File: config.mk
export PLATFORM = sky130hd
export DESIGN_NAME = irc_line_field_splitter
export DESIGN_NICKNAME = d
export VERILOG_FILES = /design/src/sv/irc_lfs_pkg.sv /design/src/sv/irc_lfs_parser.sv /design/src/sv/irc_lfs_out_reg.sv /design/src/sv/irc_line_field_splitter.sv
export SDC_FILE = /design/constraint.sdc
export NUM_CORES = 1
export LEC_CHECK = 0
export BUFFER_PORTS_ARGS = -buffer_cell sky130_fd_sc_hd__buf_2
export CAP_MARGIN = 0
export CORE_ASPECT_RATIO = 1.1
export CORE_MARGIN = 2
export CORE_UTILIZATION = 40
export CTS_BUF_LIST = sky130_fd_sc_hd__clkbuf_2
export DETAILED_ROUTE_END_ITERATION = 8
export GPL_ROUTABILITY_DRIVEN = 0
export PLACE_DENSITY = 0.7
export SLEW_MARGIN = 15
export SYNTH_ARGS = -nofsm -noshare
export SYNTH_HDL_FRONTEND = slang
export SYNTH_SLANG_ARGS = --single-unit
File: constraint.sdc
create_clock -name i_clk -period 5.5 [get_ports i_clk]
set_input_delay 0.275 -clock i_clk [delete_from_list [all_inputs] [get_ports i_clk]]
set_output_delay 0.275 -clock i_clk [all_outputs]
set_load 0.01 [all_outputs]
File: src/sv/irc_lfs_pkg.sv
// Shared types, constants and helpers for the IRC line field splitter.
`default_nettype none

package irc_lfs_pkg;

    localparam int LINE_MAX = 512;
    localparam int CNT_W    = $clog2(LINE_MAX + 1);

    localparam int KIND_W   = 3;
    localparam int OFS_W    = 10;
    localparam int ERR_W    = 2;

    localparam logic [7:0] CH_CR    = 8'h0D;
    localparam logic [7:0] CH_LF    = 8'h0A;
    localparam logic [7:0] CH_COLON = 8'h3A;
    localparam logic [7:0] CH_BANG  = 8'h21;
    localparam logic [7:0] CH_AT    = 8'h40;
    localparam logic [7:0] CH_SPACE = 8'h20;

    localparam logic [KIND_W-1:0] KIND_NICK  = 3'd0;
    localparam logic [KIND_W-1:0] KIND_USER  = 3'd1;
    localparam logic [KIND_W-1:0] KIND_HOST  = 3'd2;
    localparam logic [KIND_W-1:0] KIND_CMD   = 3'd3;
    localparam logic [KIND_W-1:0] KIND_PARAM = 3'd4;
    localparam logic [KIND_W-1:0] KIND_FINAL = 3'd5;

    localparam logic [ERR_W-1:0] ERR_NONE     = 2'd0;
    localparam logic [ERR_W-1:0] ERR_NO_CR    = 2'd1;
    localparam logic [ERR_W-1:0] ERR_OVERFLOW = 2'd2;

    typedef enum logic [2:0] {
        ST_INIT   = 3'd0,
        ST_NICK   = 3'd1,
        ST_USER   = 3'd2,
        ST_HOST   = 3'd3,
        ST_CMD    = 3'd4,
        ST_PARAMS = 3'd5,
        ST_TRAIL  = 3'd6,
        ST_END    = 3'd7
    } t_parse_state;

    typedef struct packed {
        logic              has;
        logic [KIND_W-1:0] kind;
        logic [OFS_W-1:0]  start;
        logic [OFS_W-1:0]  length;
        logic              line_end;
        logic [ERR_W-1:0]  error;
    } t_result;

    // Reduces a counter value to the width of the offset fields.
    function automatic logic [OFS_W-1:0] to_ofs(input logic [CNT_W-1:0] v);
        logic [31:0] wide;
        wide = 32'(v);
        return wide[OFS_W-1:0];
    endfunction

endpackage

`default_nettype wire

File: src/sv/irc_lfs_parser.sv
// Parse state, line counters and field result logic for one byte per step.
`default_nettype none

module irc_lfs_parser (
    input  wire logic                 i_clk,
    input  wire logic                 i_rst_n,
    input  wire logic                 i_step,
    input  wire logic [7:0]           i_byte,
    output irc_lfs_pkg::t_result      o_res
);

    localparam logic [irc_lfs_pkg::CNT_W-1:0] CNT_MAX =
        irc_lfs_pkg::CNT_W'(irc_lfs_pkg::LINE_MAX);

    irc_lfs_pkg::t_parse_state r_state, n_state;
    logic [irc_lfs_pkg::CNT_W-1:0] r_count, n_count;
    logic [irc_lfs_pkg::CNT_W-1:0] r_ofs, n_ofs;
    logic r_ovf, n_ovf;

    logic [irc_lfs_pkg::CNT_W-1:0] cnt_inc;
    logic [irc_lfs_pkg::CNT_W:0]   ofs_p1;
    logic [irc_lfs_pkg::CNT_W-1:0] close_len;
    logic [irc_lfs_pkg::CNT_W-1:0] final_len;
    logic                          is_cr, is_lf;
    logic                          do_close;
    logic [irc_lfs_pkg::KIND_W-1:0] close_kind;

    assign is_cr   = (i_byte == irc_lfs_pkg::CH_CR);
    assign is_lf   = (i_byte == irc_lfs_pkg::CH_LF);
    assign cnt_inc = (r_count < CNT_MAX) ? r_count + 1'b1 : r_count;
    assign ofs_p1  = {1'b0, r_ofs} + 1'b1;

    // The delimiter has already been counted, so the closed field is one short.
    assign close_len = ({1'b0, cnt_inc} >= ofs_p1) ? (cnt_inc - r_ofs - 1'b1) : '0;
    assign final_len = (r_count >= r_ofs) ? (r_count - r_ofs) : '0;

    always_comb begin
        do_close   = 1'b0;
        close_kind = irc_lfs_pkg::KIND_CMD;
        unique case (r_state)
            irc_lfs_pkg::ST_INIT: begin
                do_close   = (i_byte == irc_lfs_pkg::CH_SPACE);
                close_kind = irc_lfs_pkg::KIND_CMD;
            end
            irc_lfs_pkg::ST_NICK: begin
                do_close   = (i_byte == irc_lfs_pkg::CH_BANG);
                close_kind = irc_lfs_pkg::KIND_NICK;
            end
            irc_lfs_pkg::ST_USER: begin
                do_close   = (i_byte == irc_lfs_pkg::CH_AT);
                close_kind = irc_lfs_pkg::KIND_USER;
            end
            irc_lfs_pkg::ST_HOST: begin
                do_close   = (i_byte == irc_lfs_pkg::CH_SPACE);
                close_kind = irc_lfs_pkg::KIND_HOST;
            end
            irc_lfs_pkg::ST_CMD: begin
                do_close   = (i_byte == irc_lfs_pkg::CH_SPACE);
                close_kind = irc_lfs_pkg::KIND_CMD;
            end
            irc_lfs_pkg::ST_PARAMS: begin
                do_close   = (i_byte == irc_lfs_pkg::CH_SPACE);
                close_kind = irc_lfs_pkg::KIND_PARAM;
            end
            irc_lfs_pkg::ST_TRAIL,
            irc_lfs_pkg::ST_END: begin
                do_close   = 1'b0;
                close_kind = irc_lfs_pkg::KIND_CMD;
            end
            default: begin
                do_close   = 1'b0;
                close_kind = irc_lfs_pkg::KIND_CMD;
            end
        endcase
    end

    // Next state and counters.
    always_comb begin
        n_state = r_state;
        n_count = r_count;
        n_ofs   = r_ofs;
        n_ovf   = r_ovf;
        if (i_step) begin
            priority if (is_cr) begin
                n_state = irc_lfs_pkg::ST_END;
            end else if (is_lf) begin
                n_state = irc_lfs_pkg::ST_INIT;
                n_count = '0;
                n_ofs   = '0;
                n_ovf   = 1'b0;
            end else begin
                n_count = cnt_inc;
                if (r_count >= CNT_MAX) begin
                    n_ovf = 1'b1;
                end
                if (do_close) begin
                    n_ofs = cnt_inc;
                end
                unique case (r_state)
                    irc_lfs_pkg::ST_INIT: begin
                        if (i_byte == irc_lfs_pkg::CH_COLON) begin
                            n_ofs   = cnt_inc;
                            n_state = irc_lfs_pkg::ST_NICK;
                        end else if (do_close) begin
                            n_state = irc_lfs_pkg::ST_PARAMS;
                        end else begin
                            n_state = irc_lfs_pkg::ST_CMD;
                        end
                    end
                    irc_lfs_pkg::ST_NICK: begin
                        if (do_close) n_state = irc_lfs_pkg::ST_USER;
                    end
                    irc_lfs_pkg::ST_USER: begin
                        if (do_close) n_state = irc_lfs_pkg::ST_HOST;
                    end
                    irc_lfs_pkg::ST_HOST: begin
                        if (do_close) n_state = irc_lfs_pkg::ST_CMD;
                    end
                    irc_lfs_pkg::ST_CMD: begin
                        if (do_close) n_state = irc_lfs_pkg::ST_PARAMS;
                    end
                    irc_lfs_pkg::ST_PARAMS: begin
                        // A colon that opens a parameter starts the trailing one.
                        if (!do_close && i_byte == irc_lfs_pkg::CH_COLON &&
                            {1'b0, cnt_inc} == ofs_p1) begin
                            n_ofs   = cnt_inc;
                            n_state = irc_lfs_pkg::ST_TRAIL;
                        end
                    end
                    irc_lfs_pkg::ST_TRAIL,
                    irc_lfs_pkg::ST_END: begin
                        n_state = r_state;
                    end
                    default: begin
                        n_state = r_state;
                    end
                endcase
            end
        end
    end

    // Result word for the byte now presented.
    always_comb begin
        o_res          = '0;
        o_res.kind     = close_kind;
        o_res.start    = irc_lfs_pkg::to_ofs(r_ofs);
        o_res.length   = irc_lfs_pkg::to_ofs(close_len);
        o_res.line_end = 1'b0;
        o_res.error    = irc_lfs_pkg::ERR_NONE;
        priority if (is_cr) begin
            o_res.has = 1'b0;
        end else if (is_lf) begin
            o_res.has      = 1'b1;
            o_res.line_end = 1'b1;
            if (r_state == irc_lfs_pkg::ST_END) begin
                o_res.kind   = irc_lfs_pkg::KIND_FINAL;
                o_res.length = irc_lfs_pkg::to_ofs(final_len);
                o_res.error  = r_ovf ? irc_lfs_pkg::ERR_OVERFLOW : irc_lfs_pkg::ERR_NONE;
            end else begin
                o_res.kind   = irc_lfs_pkg::KIND_NICK;
                o_res.start  = '0;
                o_res.length = '0;
                o_res.error  = irc_lfs_pkg::ERR_NO_CR;
            end
        end else begin
            o_res.has = do_close;
        end
    end

    always_ff @(posedge i_clk) begin
        if (!i_rst_n) begin
            r_state <= irc_lfs_pkg::ST_INIT;
            r_count <= '0;
            r_ofs   <= '0;
            r_ovf   <= 1'b0;
        end else begin
            r_state <= n_state;
            r_count <= n_count;
            r_ofs   <= n_ofs;
            r_ovf   <= n_ovf;
        end
    end

    a_count_bounded: assert property (@(posedge i_clk) disable iff (!i_rst_n)
        (r_count <= CNT_MAX) && (r_ofs <= r_count))
        else $error("line counters out of range");

    a_lf_clears: assert property (@(posedge i_clk) disable iff (!i_rst_n)
        (i_step && is_lf) |=> (r_state == irc_lfs_pkg::ST_INIT && r_count == '0
                               && !r_ovf))
        else $error("line not cleared after LF");

    a_ovf_only_full: assert property (@(posedge i_clk) disable iff (!i_rst_n)
        r_ovf |-> (r_count == CNT_MAX))
        else $error("overflow flag set on a line that is not full");

    a_error_at_lf: assert property (@(posedge i_clk) disable iff (!i_rst_n)
        (o_res.has && o_res.error != irc_lfs_pkg::ERR_NONE) |-> o_res.line_end)
        else $error("error reported on a word that does not end the line");

endmodule

`default_nettype wire

File: src/sv/irc_lfs_out_reg.sv
// Result register that holds a field word until the consumer takes it.
`default_nettype none

module irc_lfs_out_reg (
    input  wire logic                 i_clk,
    input  wire logic                 i_rst_n,
    input  wire logic                 i_load,
    input  wire irc_lfs_pkg::t_result i_res,
    output logic                      o_free,
    output logic                      o_valid,
    input  wire logic                 i_ready,
    output irc_lfs_pkg::t_result      o_res
);

    logic                 r_valid;
    irc_lfs_pkg::t_result r_res;

    assign o_free  = !r_valid || i_ready;
    assign o_valid = r_valid;
    assign o_res   = r_res;

    always_ff @(posedge i_clk) begin
        if (!i_rst_n) begin
            r_valid <= 1'b0;
        end else if (i_load) begin
            r_valid <= 1'b1;
        end else if (i_ready) begin
            r_valid <= 1'b0;
        end
    end

    always_ff @(posedge i_clk) begin
        if (i_load) begin
            r_res <= i_res;
        end
    end

    a_no_overwrite: assert property (@(posedge i_clk) disable iff (!i_rst_n)
        (r_valid && !i_ready) |-> !i_load)
        else $error("held result word overwritten");

    a_load_shows: assert property (@(posedge i_clk) disable iff (!i_rst_n)
        i_load |=> r_valid)
        else $error("loaded word not presented");

    a_load_marked: assert property (@(posedge i_clk) disable iff (!i_rst_n)
        i_load |-> i_res.has)
        else $error("empty result loaded");

endmodule

`default_nettype wire

File: src/sv/irc_line_field_splitter.sv
// Top level of the IRC line field splitter: input register, parser, result register.
`default_nettype none

// Takes an IRC line one byte per word and emits one word for each field as it
// closes (nick, user, host, command, middle parameters, final field at LF),
// giving its kind, start offset and length. A byte is taken into an input
// register, parsed by combinational compare and counter logic against the line
// state, and its field word, if any, goes into a result register. One byte per
// cycle is sustained while the result register is not stalled; a field word
// goes from the input register through the parser into the result register. A
// stalled result register holds back only bytes that produce a field word; the
// line state updates in the same cycle the byte leaves the input register.
module irc_line_field_splitter (
    input  wire logic                               i_clk,
    input  wire logic                               i_rst_n,
    input  wire logic                               i_in_valid,
    output logic                                    o_in_ready,
    input  wire logic [7:0]                         i_data_byte,
    output logic                                    o_out_valid,
    input  wire logic                               i_out_ready,
    output logic [irc_lfs_pkg::KIND_W-1:0]          o_field_kind,
    output logic [irc_lfs_pkg::OFS_W-1:0]           o_field_start,
    output logic [irc_lfs_pkg::OFS_W-1:0]           o_field_length,
    output logic                                    o_line_end,
    output logic [irc_lfs_pkg::ERR_W-1:0]           o_error_code
);

    logic                 r_in_valid;
    logic [7:0]           r_in_byte;
    logic                 advance;
    logic                 out_free;
    irc_lfs_pkg::t_result parse_res;
    irc_lfs_pkg::t_result out_res;

    assign advance    = r_in_valid && (!parse_res.has || out_free);
    assign o_in_ready = !r_in_valid || advance;

    always_ff @(posedge i_clk) begin
        if (!i_rst_n) begin
            r_in_valid <= 1'b0;
        end else if (o_in_ready) begin
            r_in_valid <= i_in_valid;
        end
    end

    always_ff @(posedge i_clk) begin
        if (o_in_ready && i_in_valid) begin
            r_in_byte <= i_data_byte;
        end
    end

    irc_lfs_parser u_parser (
        .i_clk   (i_clk),
        .i_rst_n (i_rst_n),
        .i_step  (advance),
        .i_byte  (r_in_byte),
        .o_res   (parse_res)
    );

    irc_lfs_out_reg u_out_reg (
        .i_clk   (i_clk),
        .i_rst_n (i_rst_n),
        .i_load  (advance && parse_res.has),
        .i_res   (parse_res),
        .o_free  (out_free),
        .o_valid (o_out_valid),
        .i_ready (i_out_ready),
        .o_res   (out_res)
    );

    assign o_field_kind   = out_res.kind;
    assign o_field_start  = out_res.start;
    assign o_field_length = out_res.length;
    assign o_line_end     = out_res.line_end;
    assign o_error_code   = out_res.error;

    a_held_byte_stays: assert property (@(posedge i_clk) disable iff (!i_rst_n)
        (r_in_valid && !advance) |=> (r_in_valid && $stable(r_in_byte)))
        else $error("stalled input byte lost");

    a_stall_cause: assert property (@(posedge i_clk) disable iff (!i_rst_n)
        (r_in_valid && !advance) |-> (parse_res.has && o_out_valid && !i_out_ready))
        else $error("input stalled without a full result register");

    a_advance_result: assert property (@(posedge i_clk) disable iff (!i_rst_n)
        (advance && parse_res.has) |=> o_out_valid)
        else $error("field word dropped");

endmodule

`default_nettype wire
==> impl_metrics.env, run 1 <==
export IMPL_synth_area_leaders="edfxtp_1, dfxtp_1, ha_1"
export IMPL_slew_headroom_pct=31.7
export IMPL_grt_max_degree=27
export IMPL_async_reset_ff_share_pct=0
export IMPL_end_kind="register"
export IMPL_track_usage_pct=18.3
export IMPL_gr_total_overflow=0
export IMPL_rsz0062_at_grt="no"
export IMPL_cap_violations=0
export IMPL_grt_pass1_wl_um=15500
export IMPL_max_clock_path_buffers=2
export IMPL_first_pass_iters=5
export IMPL_regArea_um2=1540
export IMPL_cts_sinks=60
export IMPL_clk_latency_ns=0.53
export IMPL_core_rowCount=38
export IMPL_final_hold_viol_count=0
export IMPL_antenna_found_initial=0
export IMPL_hold_path_class="in -> reg"
export IMPL_max_clock_freq_ghz=0.261
export IMPL_diodes=0
export IMPL_start_util_pct=40.9
export IMPL_final_common_cell="nor2_1"
export IMPL_grt_pass1_vias=3246
export IMPL_ios=40
export IMPL_multi_input_area_um2=2320
export IMPL_dp_cells=556
export IMPL_die_w_um=99.7
export IMPL_final_cell_mix="nor2_1, buf_2, edfxtp_1"
export IMPL_syn_area_per_cell_um2=9.92
export IMPL_via_per_inst=5.68
export IMPL_synthDistinctLibCells=79
export IMPL_drive_gt1_share_pct=16.5
export IMPL_worstMarginPinSlew_ns=1.02
export IMPL_synth_edf_count=34
export IMPL_ys_warn_count=0
export IMPL_synth_nets=452
export IMPL_ir_drop_v=0.000160
export IMPL_worstPathArrival_ns=4.31
export IMPL_final_max_slew_viol_count=0
export IMPL_synth_top_area_share_pct=25.3
export IMPL_ys_flop_type="edfxtp_1"
export IMPL_p_leak_nw=1.74
export IMPL_crit_type="reg -> reg"
export IMPL_htree_levels=3
export IMPL_area_growth_pct=12.1
export IMPL_worst_setup_path_start_kind="register"
export IMPL_powerDensity_nw_per_um2=232
export IMPL_post_route_min_period_ns=3.84
export IMPL_die_area_um2=10900
export IMPL_final_cells=581
export IMPL_netlist_area_um2=4030
export IMPL_wirelength_um=9560
export IMPL_portBuffers=39
export IMPL_hpwl_um=7100
export IMPL_period_share_pct=69.7
export IMPL_cts_tree="built"
export IMPL_ys_seq_elements=60
export IMPL_synthCells=406
export IMPL_drc=0
export IMPL_skew_ns=0.0338
export IMPL_path_max_fanout=9
export IMPL_ys_seq_area_share_pct=38.3
export IMPL_chipHeight_um=109
export IMPL_cts_made_buffers=9
export IMPL_cp_required_ns=5.97
export IMPL_cts_reportedPaths_clkPinSlew_ns=0.17
export IMPL_post_drt_wl_per_cell_um=16.5
export IMPL_clockRootBuffer="clkbuf_2"
export IMPL_finalNetCount=502
export IMPL_finalSetupViolCount=0
export IMPL_final_antenna_net_count=0
export IMPL_coreArea_um2=9840
export IMPL_vias=3301
export IMPL_tns_ns=0
export IMPL_status="finished clean"
export IMPL_yosysTopAreaCell="edfxtp_1"
export IMPL_n_fill_cell=945
export IMPL_first_iter_violations=287
[metal layers]
layer | part of all wire, % | track usage, % | up-vias
li1 | - | - | 1606
met1 | 44 | 21.8 | 1563
met2 | 48 | 31.4 | 110
met3 | 4.6 | 3.78 | 22
met4 | 3.1 | 9.20 | 0
met5 | 0 | 0 | -
[critical path, cell delays in order (launching register included)]
cell	delay (ns)
dfxtp_1	0.49
inv_1	0.11
or4_1	0.51
nor3_1	0.19
xor2_1	0.50
ha_1	0.29
nand4b_1	0.10
nor3_1	0.46
a31oi_4	0.18
a211oi_4	0.34
o21ba_1	0.39
a22o_1	0.22
[cell usage after synthesis (9+ instances only)]
library cell / instances
nor2_1: 42
edfxtp_1: 34
ha_1: 32
inv_1: 27
dfxtp_1: 26
a21oi_1: 24
xnor2_1: 21
nand3_1: 15
o21ai_0: 15
nand2_1: 14
xor2_1: 11
nand2b_1: 10
a22o_1: 9
nor3_1: 9
o22ai_1: 9
[sequential cells by signal (all words and copies together), names as in the netlist]
register / flops
u_parser.r_count: 10
u_out_reg.o_res: 26
u_parser.r_state: 3
u_parser.r_ofs: 10
u_parser.r_ovf: 1
r_in_byte: 8
u_out_reg.o_valid: 1
r_in_valid: 1
[final cells by class]
class	instances	area share, %
Multi-Input combinational cell	308	51.5
Sequential cell	60	34.2
Timing Repair Buffer	49	6.49
Tap cell	120	3.33
Inverter	28	2.33
Clock buffer	11	1.22
Clock inverter	5	0.998
[path summary, 6_finish.rpt]
path	start	to	slack, ns	depth (start not counted)
hold reg to reg	u_parser.r_ovf	u_parser.r_ovf	0.51	2
hold / removal	i_rst_n	u_parser.r_state[2]	0.08	3
setup / recovery	u_parser.r_count[1]	u_parser.r_ofs[1]	1.66	11
setup reg to reg	u_parser.r_count[1]	u_parser.r_ofs[1]	1.66	11
[metrics by stage]
stage	util [%]	worst slack [ns]	hold slack, ns	power [W]	cell area [µm²]
3_5_place_dp	43.9	1.65	0.453	0.000783	4320
6_report	45.9	1.66	0.0825	0.00104	4510
3_3_place_gp	43.9	1.71	0.452	0.000773	4320
5_1_grt	45.9	1.35	0.0696	0.00110	4510
4_1_cts	45.9	1.60	0.0603	0.00105	4510
2_1_floorplan	-	2.42	0.374	0.000740	4030
[kinds of logic after synthesis]
family,synth area share (%)
adder cells (fa/ha/maj),10.9
AO/OA/AOI/OAI,20.7
AND/OR/NAND/NOR,18.1
flip-flops,38.3
XOR/XNOR,6.96
buffers and inverters,4.10
multiplexers,0.870
[power breakdown]
part	total [W]	switching (W)	internal (W)
clock network	0.000263	0.000160	0.000103
registers	0.000545	0.0000490	0.000496
logic	0.000236	0.000121	0.000116
[what timing repair did]
| action | 4_1_cts | 5_1_grt |
|---|---|---|
| gates resized for setup | 0 | 0 |
| hold buffers | 9 | 0 |
| buffers inserted | 0 | 0 |
| hold endpoints to repair | 9 | 0 |
| setup endpoints to repair | 0 | 0 |
No activity file was read; power rests on OpenSTA's default activity.
==> run 2: changes to the inputs <==
--- a/config.mk
+++ b/config.mk
@@ -13,7 +13,7 @@
 export CTS_BUF_LIST = sky130_fd_sc_hd__clkbuf_2
 export DETAILED_ROUTE_END_ITERATION = 8
 export GPL_ROUTABILITY_DRIVEN = 0
-export PLACE_DENSITY = 0.7
+export PLACE_DENSITY = 0.72
 export SLEW_MARGIN = 15
 export SYNTH_ARGS = -nofsm -noshare
 export SYNTH_HDL_FRONTEND = slang
==> constraint.sdc (replaced) <==
create_clock -name i_clk -period 3.1 [get_ports i_clk]
set_input_delay 0.155 -clock i_clk [delete_from_list [all_inputs] [get_ports i_clk]]
set_output_delay 0.155 -clock i_clk [all_outputs]
set_load 0.01 [all_outputs]
==> impl_metrics.env, run 2 (synthesized netlist as in run 1, its figures left out) <==
export IMPL_status="finished clean"
export IMPL_worst_setup_path_start_kind="register"
export IMPL_first_iter_violations=350
export IMPL_ios=40
export IMPL_r2r_end="u_parser.r_ofs[1]"
export IMPL_cp_slowest_stage_delay_ns=0.54
export IMPL_final_common_cell="nor2_1"
export IMPL_clk_latency_ns=0.52
export IMPL_max_clock_path_buffers=2
export IMPL_crit_path_top_delay_cell="or4_4"
export IMPL_post_route_min_period_ns=3.05
export IMPL_final_antenna_net_count=0
export IMPL_post_dp_cell_area_um2=4520
export IMPL_p_leak_nw=1.92
export IMPL_hold_path_class="in -> reg"
export IMPL_final_cell_mix="nor2_1, buf_2, edfxtp_1"
export IMPL_cp_required_ns=3.51
export IMPL_die_w_um=99.7
export IMPL_final_max_slew_viol_count=0
export IMPL_gr_total_overflow=0
export IMPL_vias=3514
export IMPL_skew_ns=0.0305
export IMPL_worstPathArrival_ns=3.46
export IMPL_area_growth_pct=20.6
export IMPL_drc=0
export IMPL_worstMarginPinSlew_ns=0.634
export IMPL_chipHeight_um=109
export IMPL_drive_gt1_share_pct=26.6
export IMPL_track_usage_pct=19.0
export IMPL_finalNetCount=534
export IMPL_htree_levels=3
export IMPL_r2r_slack_ns=0.05
export IMPL_wl_met3_um=605
export IMPL_die_area_um2=10900
export IMPL_path_depth=14
export IMPL_portBuffers=39
export IMPL_ir_drop_v=0.000282
export IMPL_path_buf_inv=4
export IMPL_slew_headroom_pct=57.7
export IMPL_grt_pass1_wl_um=16100
export IMPL_via_per_inst=5.72
export IMPL_cts_sinks=60
export IMPL_regToRegStartpoint="u_parser.r_count[2]"
export IMPL_grt_max_degree=27
export IMPL_cts_made_buffers=9
export IMPL_path_delay_family="simple AND/OR/NAND/NOR gates"
export IMPL_cts_tree="built"
export IMPL_antenna_found_initial=1
export IMPL_first_pass_iters=5
export IMPL_rr_worst_depth=14
export IMPL_post_drt_wl_per_cell_um=16.6
export IMPL_cap_violations=0
export IMPL_final_hold_viol_count=0
export IMPL_finalSetupViolCount=0
export IMPL_cp_cell_sequence="inv_1, or4_4, nor3_4, xor2_1, ha_1, nand4b_1, nor3_1, buf_4, a31oi_4, a211oi_4, buf_6, o21ba_4, buf_12, a22o_1"
export IMPL_powerDensity_nw_per_um2=377
export IMPL_max_clock_freq_ghz=0.328
export IMPL_whs_ns=0.0809
export IMPL_endpoint="u_parser.r_ofs[1]"
export IMPL_hpwl_um=7430
export IMPL_p_total_w=0.00183
export IMPL_crit_type="reg -> reg"
export IMPL_critical_path_startpoint="u_parser.r_count[2]"
export IMPL_coreArea_um2=9840
export IMPL_period_share_pct=98.2
export IMPL_largest_reg_flops=26
export IMPL_core_rowCount=38
export IMPL_clockRootBuffer="clkbuf_2"
export IMPL_fin_ws_ns=0.0545
export IMPL_post_place_ws_ns=0.00492
export IMPL_wl_met1_um=4420
export IMPL_end_kind="register"
export IMPL_cts_reportedPaths_clkPinSlew_ns=0.17
export IMPL_grt_pass1_vias=3336
export IMPL_highest_layer="met4"
export IMPL_wl_met2_um=4690
export IMPL_start_util_pct=40.9
export IMPL_finalInstanceArea_um2=4860
export IMPL_wirelength_um=10200
export IMPL_path_max_fanout=9
-- run 2: area by class of cell --
type | instances | area (µm²)
Antenna cell | 1 | 2.50
Clock buffer | 10 | 50.0
Clock inverter | 6 | 31.3
Fill cell | 887 | 4980
Inverter | 28 | 105
Multi-Input combinational cell | 309 | 2420
Sequential cell | 60 | 1550
Tap cell | 120 | 150
Timing Repair Buffer | 80 | 544
-- run 2: worst reg2reg max path: stages, from the launching register on --
cell,delay (ns)
dfxtp_1,0.37
inv_1,0.09
or4_4,0.54
nor3_4,0.13
xor2_1,0.23
ha_1,0.29
nand4b_1,0.11
nor3_1,0.06
buf_4,0.15
a31oi_4,0.21
a211oi_4,0.05
buf_6,0.16
o21ba_4,0.20
buf_12,0.13
a22o_1,0.22
-- run 2: where the power goes --
group | leakage, nW | switching, W | internal (W) | total [W]
clock network | 0.0589 | 0.000307 | 0.000100 | 0.000407
logic | 1.32 | 0.000231 | 0.000232 | 0.000464
registers | 0.546 | 0.0000827 | 0.000880 | 0.000963
total | 1.92 | 0.000621 | 0.00121 | 0.00183
-- run 2: stage by stage --
stage / TNS (ns) / util (%) / instances
floorplan: 0 / - / 406
global placement: 0 / 46.0 / 581
detailed placement: 0 / 46.0 / 581
CTS: 0 / 47.9 / 607
global route: -0.600 / 49.4 / 614
finish: 0 / 49.4 / 614
-- run 2: what timing repair did --
action / in CTS / in global routing
hold buffers: 10 / 0
buffers inserted: 0 / 6
resized for setup: 1 / 25
cloned: 0 / 1
endpoints found under the setup margin: 9 / 23
pin swaps: 1 / 2
endpoints found under the hold margin: 13 / 0
-- run 2: per-layer routing --
metal,global-route usage (%),vias to the layer above
li1,-,1676
met1,24.1,1645
met2,30.9,148
met3,3.40,45
met4,9.98,0
met5,0,-
-- run 2: how the worst min path moves through the flow --
stage,start,end,cells past startpoint
after floorplan,i_data_byte[0],r_in_byte[0],0
after global placement,i_data_byte[6],r_in_byte[6],1
after detailed placement,i_data_byte[4],r_in_byte[4],1
after CTS,i_out_ready,u_out_reg.o_valid,3
after global routing,i_out_ready,u_out_reg.o_valid,3
final,i_out_ready,u_out_reg.o_valid,3
==> run 3: changes to the inputs <==
--- a/config.mk
+++ b/config.mk
@@ -10,7 +10,6 @@
 export CORE_ASPECT_RATIO = 1.1
 export CORE_MARGIN = 2
 export CORE_UTILIZATION = 40
-export CTS_BUF_LIST = sky130_fd_sc_hd__clkbuf_2
 export DETAILED_ROUTE_END_ITERATION = 8
 export GPL_ROUTABILITY_DRIVEN = 0
 export PLACE_DENSITY = 0.72
==> impl_metrics.env, run 3 (synthesized netlist as in run 1, its figures left out) <==
export IMPL_portBuffers=39
export IMPL_area_growth_pct=21.6
export IMPL_cts_reportedPaths_clkPinSlew_ns=0.07
export IMPL_crit_type="reg -> reg"
export IMPL_start_util_pct=40.9
export IMPL_first_iter_violations=222
export IMPL_die_w_um=99.7
export IMPL_path_buf_inv=1
export IMPL_cp_required_ns=3.34
export IMPL_cts_sinks=60
export IMPL_cp_slowest_stage_delay_ns=0.58
export IMPL_post_place_ws_ns=0.00492
export IMPL_cts_made_buffers=9
export IMPL_end_kind="register"
export IMPL_netSwitchingFraction_pct=31.0
export IMPL_track_usage_pct=19.0
export IMPL_finalNetCount=531
export IMPL_die_area_um2=10900
export IMPL_chipHeight_um=109
export IMPL_final_max_slew_viol_count=0
export IMPL_p_total_w=0.00205
export IMPL_final_common_cell="nor2_1"
export IMPL_rsz0062_at_grt="yes"
export IMPL_worstMarginPinSlew_ns=0.648
export IMPL_clockRootBuffer="clkbuf_8"
export IMPL_max_clock_freq_ghz=0.324
export IMPL_share_comb_of_total_power_pct=22.3
export IMPL_hpwl_um=7430
export IMPL_gr_total_overflow=0
export IMPL_core_rowCount=38
export IMPL_tns_ns=0
export IMPL_p_clk_share_pct=30.6
export IMPL_dp_cells=581
export IMPL_ios=40
export IMPL_cp_cell_sequence="or4_4, nor3_4, xor2_1, ha_1, nand4b_1, nor3_2, buf_4, a31oi_4, a211oi_4, o32ai_4, a22o_1"
export IMPL_final_antenna_net_count=0
export IMPL_slew_headroom_pct=56.8
export IMPL_wirelength_um=10200
export IMPL_largest_reg_flops=26
export IMPL_vias=3471
export IMPL_worst_setup_path_start_kind="register"
export IMPL_cts_tree="built"
export IMPL_ir_drop_v=0.000281
export IMPL_powerDensity_nw_per_um2=418
export IMPL_finalSetupViolCount=0
export IMPL_seq_power_share_pct=47.1
export IMPL_intPower_w=0.00141
export IMPL_grt_max_degree=27
export IMPL_period_share_pct=99.4
export IMPL_drive_gt1_share_pct=26.9
export IMPL_hold_path_class="in -> reg"
export IMPL_final_cell_mix="nor2_1, buf_2, edfxtp_1"
export IMPL_first_pass_iters=5
export IMPL_grt_pass1_vias=3312
export IMPL_via_per_inst=5.69
export IMPL_fin_util_pct=49.7
export IMPL_grt_pass1_wl_um=16000
export IMPL_max_clock_path_buffers=2
export IMPL_diodes=0
export IMPL_post_drt_wl_per_cell_um=16.7
export IMPL_p_leak_nw=1.93
export IMPL_final_cells=610
export IMPL_cap_violations=0
export IMPL_worstPathArrival_ns=3.32
export IMPL_post_route_min_period_ns=3.08
export IMPL_antenna_found_initial=0
export IMPL_path_max_fanout=6
export IMPL_path_delay_family="simple AND/OR/NAND/NOR gates"
export IMPL_final_hold_viol_count=0
export IMPL_p_sw_w=0.000634
export IMPL_coreArea_um2=9840
export IMPL_status="finished clean"
export IMPL_htree_levels=3
export IMPL_skew_ns=0.0122
export IMPL_crit_path_top_delay_cell="or4_4"
export IMPL_drc=0
export IMPL_fin_ws_ns=0.0183
export IMPL_clk_latency_ns=0.35
==> run 3: changes by cell type in the layout (fill, tap and decap cells not counted), moves of 2 or more <==
cell and delta:
inv_1 -2, inv_2 +2, clkbuf_2 -10, dlygate4sd3_1 -2, clkbuf_8 +10, xnor2_2 -2
xnor2_1 +2
==> run 3: final timing paths <==
path,start,endpoint,slack [ns],cells after the start
hold / removal,i_in_valid,r_in_valid,0.06,3
setup / recovery,u_parser.r_count[9],u_parser.r_ofs[5],0.02,11
setup reg to reg,u_parser.r_count[9],u_parser.r_ofs[5],0.02,11
hold reg to reg,u_parser.r_ovf,u_parser.r_ovf,0.47,2
==> run 3: worst register-to-register path: cells and delay by family, from the launching register on <==
kind | cells | cell delay (ns)
xor gates and xnor gates | 1 | 0.11
and+or+nand+nor | 4 | 1.06
AOI/OAI and AO/OA | 4 | 0.94
buffers and inverters | 1 | 0.15
DFF | 1 | 0.38
adders and majority gates | 1 | 0.34
==> run 3: power groups by stage <==
stage	clock network (W)	logic (W)	registers, W
2_1_floorplan	0	0.000384	0.000929
3_3_place_gp	0	0.000411	0.000976
3_5_place_dp	0	0.000425	0.000980
4_1_cts	0.000641	0.000435	0.000962
5_1_grt	0.000681	0.000502	0.000974
6_report	0.000626	0.000457	0.000964
==> run 3: cell type report <==
type                       instances  area (µm²)
clock buffer                      11         141
clock inverter                     5        27.5
fill                             865        4950
inverter                          28         105
multi-input combinational        309        2410
sequential                        60        1550
tap                              120         150
timing repair buffer              77         513
==> run 3: repair_timing <==
action | CTS | global route
resized for setup | 0 | 25
buffers inserted | 0 | 4
gates cloned | 0 | 1
pin swaps | 1 | 10
endpoints found under the hold margin | 8 | 0
endpoints found under the setup margin | 9 | 23
hold buffers | 8 | 0
==> run 3: routing by layer <==
layer / share of wire, % / GRT usage, % / vias to the layer above
li1: - / - / 1665
met1: 43 / 23.7 / 1615
met2: 46 / 30.3 / 149
met3: 5.8 / 3.85 / 42
met4: 4.9 / 11.9 / 0
met5: 0 / 0 / -
==> run 3: stage by stage <==
| step | hold slack [ns] | area, µm² |
|---|---|---|
| final | 0.0618 | 4900 |
| after global routing | 0.0586 | 4900 |
| after floorplan | 0.254 | 4030 |
| after global placement | 0.331 | 4520 |
| after CTS | 0.0506 | 4770 |
| after detailed placement | 0.333 | 4520 |
